$ cat src/nalscan_pkg.sv
`timescale 1ns / 1ps

package nalscan_pkg;

	// start code bytes
	localparam logic [7:0] SC_ZERO_BYTE = 8'h00;
	localparam logic [7:0] SC_ONE_BYTE  = 8'h01;

	// nal unit types that carry the three-byte svc extension
	localparam logic [4:0] NAL_TYPE_PREFIX    = 5'd14;
	localparam logic [4:0] NAL_TYPE_SLICE_EXT = 5'd20;

	// width of the offset and length fields of a record
	localparam int unsigned REC_WIDTH = 32;

	typedef struct packed {
		logic [7:0] stream_byte;
	} scan_in_t;

	typedef struct packed {
		logic [4:0]           unit_type;
		logic [REC_WIDTH-1:0] unit_offset;
		logic [REC_WIDTH-1:0] unit_length;
		logic                 has_svc_ext;
		logic                 idr_pic;
		logic [2:0]           dep_id;
		logic [3:0]           qual_id;
		logic [2:0]           temp_id;
	} scan_rec_t;

	// svc extension ids of the unit under scan
	typedef struct packed {
		logic       idr_pic;
		logic [2:0] dep_id;
		logic [3:0] qual_id;
		logic [2:0] temp_id;
	} svc_ids_t;

	function automatic logic is_svc_type(input logic [4:0] t);
		is_svc_type = (t == NAL_TYPE_PREFIX) || (t == NAL_TYPE_SLICE_EXT);
	endfunction

endpackage

$ cat src/nalscan_in_if.sv
`timescale 1ns / 1ps

interface nalscan_in_if
	import nalscan_pkg::*;
();
	logic     valid;
	logic     ready;
	scan_in_t payload;

	modport source (output valid, output payload, input ready);
	modport sink (input valid, input payload, output ready);
endinterface

$ cat src/nalscan_out_if.sv
`timescale 1ns / 1ps

interface nalscan_out_if
	import nalscan_pkg::*;
();
	logic      valid;
	logic      ready;
	scan_rec_t payload;

	modport source (output valid, output payload, input ready);
	modport sink (input valid, input payload, output ready);
endinterface

$ cat src/svc_nal_unit_scanner_top.sv
`timescale 1ns / 1ps

// a record appears in the cycle after the item with the 01 of the next start code is taken
// throughput: one byte item per cycle; the per-byte phase logic and offset subtract set it
// the input stalls only while a finished record waits in the output register
// reset: arst_n clears phase, byte position, open-unit state and the output valid flag
// no record is given for bytes before the first start code or for the final open unit
module svc_nal_unit_scanner_top
	import nalscan_pkg::*;
#(
	parameter int unsigned OFFSET_BITS = 32
) (
	input  logic          clk,
	input  logic          arst_n,
	nalscan_in_if.sink    in_ch,
	nalscan_out_if.source out_ch
);

	// scan phases
	localparam logic [2:0] PH_ZERO0 = 3'd0;
	localparam logic [2:0] PH_ZERO1 = 3'd1;
	localparam logic [2:0] PH_ZERO2 = 3'd2;
	localparam logic [2:0] PH_WAIT1 = 3'd3;
	localparam logic [2:0] PH_HDR   = 3'd4;
	localparam logic [2:0] PH_EXT0  = 3'd5;
	localparam logic [2:0] PH_EXT1  = 3'd6;
	localparam logic [2:0] PH_EXT2  = 3'd7;

	localparam logic [OFFSET_BITS-1:0] SC_BACK = OFFSET_BITS'(3);

	logic [2:0]             phase_q, phase_d;
	logic [OFFSET_BITS-1:0] pos_q;
	logic [OFFSET_BITS-1:0] open_off_q, open_off_d;
	logic                   open_q, open_d;
	logic [4:0]             type_q, type_d;
	svc_ids_t               ids_q, ids_d;
	logic                   out_valid_q;
	scan_rec_t              rec_q;

	logic                   in_acc;
	logic [7:0]             b;
	logic                   emit;
	logic [OFFSET_BITS-1:0] start_pos;
	logic [OFFSET_BITS-1:0] len_full;
	logic [OFFSET_BITS+REC_WIDTH-1:0] off_ext, len_ext;
	logic                   ext;
	scan_rec_t              rec_d;

	// output register frees as soon as its record is taken
	assign in_ch.ready = !out_valid_q || out_ch.ready;
	assign in_acc      = in_ch.valid && in_ch.ready;
	assign b           = in_ch.payload.stream_byte;

	assign out_ch.valid   = out_valid_q;
	assign out_ch.payload = rec_q;

	// start code position and length of the closing unit
	assign start_pos = pos_q - SC_BACK;
	assign len_full  = start_pos - open_off_q;
	assign off_ext   = {{REC_WIDTH{1'b0}}, open_off_q};
	assign len_ext   = {{REC_WIDTH{1'b0}}, len_full};
	assign ext       = is_svc_type(type_q);

	// phase walk for one byte
	always_comb begin
		phase_d    = phase_q;
		open_off_d = open_off_q;
		open_d     = open_q;
		type_d     = type_q;
		ids_d      = ids_q;
		emit       = 1'b0;
		unique case (phase_q)
			PH_ZERO0, PH_ZERO1, PH_ZERO2: begin
				phase_d = (b == SC_ZERO_BYTE) ? phase_q + 3'd1 : PH_ZERO0;
			end
			PH_WAIT1: begin
				if (b == SC_ONE_BYTE) begin
					emit       = open_q;
					open_d     = 1'b1;
					open_off_d = start_pos;
					type_d     = '0;
					ids_d      = '0;
					phase_d    = PH_HDR;
				end else if (b != SC_ZERO_BYTE) begin
					phase_d = PH_ZERO0;
				end
			end
			PH_HDR: begin
				type_d  = b[4:0];
				phase_d = is_svc_type(b[4:0]) ? PH_EXT0 : PH_ZERO0;
			end
			PH_EXT0: begin
				ids_d.idr_pic = b[6];
				phase_d       = PH_EXT1;
			end
			PH_EXT1: begin
				ids_d.dep_id  = b[6:4];
				ids_d.qual_id = b[3:0];
				phase_d       = PH_EXT2;
			end
			PH_EXT2: begin
				ids_d.temp_id = b[7:5];
				phase_d       = PH_ZERO0;
			end
		endcase
	end

	// record of the unit that closes
	always_comb begin
		rec_d.unit_type   = type_q;
		rec_d.unit_offset = off_ext[REC_WIDTH-1:0];
		rec_d.unit_length = len_ext[REC_WIDTH-1:0];
		rec_d.has_svc_ext = ext;
		rec_d.idr_pic     = ext ? ids_q.idr_pic : 1'b0;
		rec_d.dep_id      = ext ? ids_q.dep_id : 3'd0;
		rec_d.qual_id     = ext ? ids_q.qual_id : 4'd0;
		rec_d.temp_id     = ext ? ids_q.temp_id : 3'd0;
	end

	// scan state
	always_ff @(posedge clk or negedge arst_n) begin
		if (!arst_n) begin
			phase_q    <= PH_ZERO0;
			pos_q      <= '0;
			open_off_q <= '0;
			open_q     <= 1'b0;
			type_q     <= '0;
			ids_q      <= '0;
		end else if (in_acc) begin
			phase_q    <= phase_d;
			pos_q      <= pos_q + 1'b1;
			open_off_q <= open_off_d;
			open_q     <= open_d;
			type_q     <= type_d;
			ids_q      <= ids_d;
		end
	end

	// output valid flag
	always_ff @(posedge clk or negedge arst_n) begin
		if (!arst_n) begin
			out_valid_q <= 1'b0;
		end else if (in_acc) begin
			out_valid_q <= emit;
		end else if (out_ch.ready) begin
			out_valid_q <= 1'b0;
		end
	end

	// output record
	always_ff @(posedge clk) begin
		if (in_acc && emit) begin
			rec_q <= rec_d;
		end
	end

`ifndef NO_ASSERTIONS
	// header phase is entered only from the wait for 01
	a_hdr_entry: assert property (@(posedge clk) disable iff (!arst_n)
		(phase_q == PH_HDR && $past(phase_q) != PH_HDR) |-> $past(phase_q) == PH_WAIT1)
		else $error("header phase entered without a start code");

	// a new record only follows an accepted item
	a_rec_source: assert property (@(posedge clk) disable iff (!arst_n)
		$rose(out_valid_q) |-> $past(in_acc))
		else $error("record appeared without an accepted item");

	// once a unit is open it stays open
	a_open_sticky: assert property (@(posedge clk) disable iff (!arst_n)
		open_q |=> open_q)
		else $error("open unit flag dropped");

	// extension flag matches the unit type
	a_ext_type: assert property (@(posedge clk) disable iff (!arst_n)
		(out_valid_q && rec_q.has_svc_ext) |->
		(rec_q.unit_type == NAL_TYPE_PREFIX || rec_q.unit_type == NAL_TYPE_SLICE_EXT))
		else $error("extension flag on a plain unit");

	// plain units carry zero ids
	a_plain_ids: assert property (@(posedge clk) disable iff (!arst_n)
		(out_valid_q && !rec_q.has_svc_ext) |->
		(!rec_q.idr_pic && rec_q.dep_id == 3'd0 && rec_q.qual_id == 4'd0
			&& rec_q.temp_id == 3'd0))
		else $error("plain unit with nonzero ids");
`endif

endmodule

$ cat src/flat_wrapper.sv
// flat-port wrapper written by rule: the top's interface ports become plain ports
module svc_nal_unit_scanner_top_flat import nalscan_pkg::*;
#(
	parameter int unsigned OFFSET_BITS = 32
)
  (clk, arst_n, in_ch_valid, in_ch_payload, in_ch_ready, out_ch_valid, out_ch_payload, out_ch_ready);
  nalscan_in_if in_ch_i ();
  nalscan_out_if out_ch_i ();
  input  logic clk;
  input  logic arst_n;
  input wire logic [$bits(in_ch_i.valid)-1:0] in_ch_valid;
  input wire logic [$bits(in_ch_i.payload)-1:0] in_ch_payload;
  output wire logic [$bits(in_ch_i.ready)-1:0] in_ch_ready;
  output wire logic [$bits(out_ch_i.valid)-1:0] out_ch_valid;
  output wire logic [$bits(out_ch_i.payload)-1:0] out_ch_payload;
  input wire logic [$bits(out_ch_i.ready)-1:0] out_ch_ready;
  assign in_ch_i.valid = in_ch_valid;
  assign in_ch_i.payload = in_ch_payload;
  assign in_ch_ready = in_ch_i.ready;
  assign out_ch_valid = out_ch_i.valid;
  assign out_ch_payload = out_ch_i.payload;
  assign out_ch_i.ready = out_ch_ready;
  svc_nal_unit_scanner_top #(.OFFSET_BITS(OFFSET_BITS)) u_core (.clk(clk), .arst_n(arst_n), .in_ch(in_ch_i), .out_ch(out_ch_i));
endmodule
$ cat config.mk
export PLATFORM = sky130hd
export DESIGN_NAME = svc_nal_unit_scanner_top_flat
export DESIGN_NICKNAME = d
export VERILOG_FILES = /design/src/nalscan_pkg.sv /design/src/nalscan_in_if.sv /design/src/nalscan_out_if.sv /design/src/svc_nal_unit_scanner_top.sv /design/src/flat_wrapper.sv
export SDC_FILE = /design/constraint.sdc
export NUM_CORES = 1
export LEC_CHECK = 0
export ABC_CLOCK_PERIOD_IN_PS = 9210
export BUFFER_PORTS_ARGS = -buffer_cell sky130_fd_sc_hd__buf_2
export CORE_MARGIN = 10
export CORE_UTILIZATION = 40
export CTS_BUF_LIST = sky130_fd_sc_hd__clkbuf_2
export CTS_CLUSTER_DIAMETER = 60
export CTS_CLUSTER_SIZE = 8
export DETAILED_ROUTE_END_ITERATION = 7
export HOLD_SLACK_MARGIN = 0.02
export PLACE_DENSITY = 0.69
export RECOVER_POWER = 50
export SETUP_SLACK_MARGIN = 0.1
export SLEW_MARGIN = 25
export SYNTH_ARGS = -nofsm -noshare
export SYNTH_HDL_FRONTEND = slang
export SYNTH_SLANG_ARGS = --single-unit
$ cat constraint.sdc
create_clock -name clk -period 9.21 [get_ports clk]
set_input_delay 0.4605 -clock clk [delete_from_list [all_inputs] [get_ports clk]]
set_output_delay 0.4605 -clock clk [all_outputs]
set_load 0.005 [all_outputs]
==> run summary <==
Max Freq: 222 MHz
Hold path startpoint: in_ch_valid
Critical path data required time: 9730 ps
Final hold slack: 210 ps
Synth top cells by count: nand2_1, dfrtp_1, edfxtp_1
IR Drop Worst-Case VDD: 0.0000866 V
Hold WC Path Type: in2reg
Worst Hold End: u_core.pos_q[0]$_DFFE_PN0P_
Setup bufs post-CTS: 0
Vias in the first global route: 6058
Yosys reg bits: 166
Mapped cell area: 0.00851 mm2
Avg Inst Size Synth: 10.6 um2
GRT Residual Overflow: 0
Clk_skew: 36.3 ps
Final #Nets: 950
Placed cell count: 1145
Share of cells above drive strength 1: 10.1%
Reg2Reg Depth: 15
Fin util: 45.1%
IO Pins: 95
Seq/Total Area, Yosys: 53.6%
Die ar.: 0.0275 mm2
Final min period: 4510 ps
Yosys cell types: 60
Hold_buf cts: 10
Max-slew violations: 65
Number of flops mapped to enable cells by yosys: 81
Clk sinks: 166
Arrival time of the worst setup path: 5030 ps
Syn_nets: 854
Relative slew slack: -133%
Ys async rst share: 51.2%
H-tree levels: 4
Routed len/inst: 15.1 um
Post-DR vias/cell: 5.04
Area contributors post-synth: edfxtp_1, dfrtp_1, ha_1
Total Routing Usage GR: 13.3%
Final cell count without fillers: 1188
Period utilization: 49.0%
Slew @ Worst Pin: 3490 ps
Post-synth top area cell: edfxtp_1
DR pass1 iterations: 7
Status: finished, violations left
Global-route wire length before repair: 30500 um
Largest net degree at the start of global routing: 65
Initial antenna violation count: 1
RD Place Congestion: 0.895
Setup violators final: 0
Dominant synthesized flop cell: dfrtp_1
Half-perimeter wire length after detailed placement: 13100 um
Synth Warn #: 0
TritonCTS clock tree: done
Clk slew on worst S/H paths: 240 ps
WL final: 18000 um
Reg-to-reg critical path endpoint: u_core.out_ch.payload[43]$_DFFE_PP_
RSZ-0062 raised after global routing: false
Total leakage power: 4.07 nW
Root Buffer Master: clkbuf_2
Die W: 166 um
Vias: 5984
# DRC: 0
CP startpoint kind: register
Failing checks: max-capacitance violations, max-slew violations
Hold depth: 3
Cell with the most instances after synthesis: nand2_1
CP Max Fanout: 8
FF-to-FF setup slack: 4700 ps
Max_cap viols: 1
Layout area overhead: 10.9%
DRT iter0 DRCs: 281
Post-synthesis cell count: 803
Port bufs: 94
PD cells: 210 mW/mm2
Antenna-violating nets left: 0
CTS buffer count: 17
Crit path kind: reg2reg
Share of the synthesized area in the top cell type: 28.6%
# fillers: 2011
Post_cts resized: 0
Clock Tree Buf Depth: 2
Row count: 53
Die Y: 166 um
RR Startpoint: u_core.pos_q[0]$_DFFE_PN0P_
Core area: 0.0210 mm2
Hold Vio Cnt, Final: 0
Worst skew pair latency: 730 ps
Crit. End Element: register
TNS Setup: 0 ps
Starting Density: 40.6%
routing by layer:
layer  vias up  track usage [%]  wire (um)  share of wire [%]
met1      2814             16.9       8320                 46
li1       3017                -          -                  -
met3        18             3.67        913                5.1
met5         -                0          0                  0
met4         0             3.81        231                1.3
met2       135             21.8       8490                 47
state kept, by name (all words and copies together) (netlist names):
register               flops
u_core.pos_q              32
u_core.ids_q              11
u_core.out_ch.payload     81
u_core.out_ch.valid        1
u_core.type_q              5
u_core.open_off_q         32
u_core.open_q              1
u_core.phase_q             3
worst max-delay path, stage by stage, from the launching register on:
cell       delay [ps]
dfrtp_1           520
ha_1              300
or4_1             530
nor2_1            240
nand3_1           200
nor2_1            260
nand2_1            90
xnor2_1           150
ha_1              390
a21oi_1           310
o21ai_0           160
nor2b_1           150
a2111oi_0         330
o21ai_0           230
a311oi_1          350
xnor2_1            90
how the worst max path moves through the flow:
| stage | cells past startpoint | end | start |
|---|---|---|---|
| global route | 3 | u_core.pos_q[28]$_DFFE_PN0P_ | arst_n |
| CTS | 15 | u_core.out_ch.payload[43]$_DFFE_PP_ | u_core.pos_q[0]$_DFFE_PN0P_ |
| global placement | 15 | u_core.out_ch.payload[43]$_DFFE_PP_ | u_core.pos_q[0]$_DFFE_PN0P_ |
| floorplan | 8 | u_core.out_ch.payload[0]$_SDFFCE_PN0P_ | in_ch_payload[1] |
| finish | 15 | u_core.out_ch.payload[43]$_DFFE_PP_ | u_core.pos_q[0]$_DFFE_PN0P_ |
| detailed placement | 15 | u_core.out_ch.payload[43]$_DFFE_PP_ | u_core.pos_q[0]$_DFFE_PN0P_ |
through the flow:
step	instance area, um2	setup WS, ps	total power [mW]
final	9440	4700	1.98
after detailed placement	9200	4670	1.62
after global routing	9440	3850	2.13
after CTS	9510	4650	2.00
after floorplan	8510	5140	1.47
after global placement	9200	4830	1.61
cell families after synthesis:
family	after synthesis	synth area share [%]
simple gates	263	15.0
flops	166	53.6
compound gates	165	11.9
xor+xnor	86	8.85
buf+inv	77	3.97
fa+ha+maj	39	5.82
mux	7	0.926
layout by cell type (no fill, tap or decap), drive strengths merged, types with 3 or more instances in the layout:
cell type	synthesis	final
a211oi	3	3
a21boi	3	3
a21o	12	12
a21oi	45	45
a311oi	3	3
a31oi	5	5
and2	17	17
and3	17	17
buf	6	45
clkbuf	25	71
clkinv	0	7
dfrtp	85	85
dlygate4sd3	0	10
edfxtp	81	81
ha	38	38
inv	46	50
mux2	7	7
nand2	113	113
nand2b	4	4
nand3	16	16
nand3b	3	3
nand4	9	9
nor2	41	41
nor2b	9	9
nor3	10	10
nor4	8	8
o2111ai	4	4
o211ai	3	3
o21a	3	3
o21ai	59	59
o21bai	6	6
o31ai	6	6
or3	3	3
or4	4	4
xnor2	53	53
xor2	33	33
report_power, final:
| group | total (mW) | leakage (nW) | internal (mW) | switching [mW] |
|---|---|---|---|---|
| sequential | 0.925 | 1.75 | 0.869 | 0.0556 |
| clock | 0.370 | 0.131 | 0.101 | 0.268 |
| combinational | 0.687 | 2.19 | 0.284 | 0.402 |
area by class of cell:
class | count | area, um2 | share of cell area (%)
sequential | 166 | 4560 | 48.3
multi-input combinational | 560 | 3620 | 38.3
timing repair buffer | 108 | 529 | 5.60
tap | 275 | 344 | 3.64
inverter | 46 | 174 | 1.84
clock inverter | 14 | 124 | 1.31
clock buffer | 18 | 90.1 | 0.954
antenna | 1 | 2.50 | 0.0265
Power figures use the tool's default switching activity.
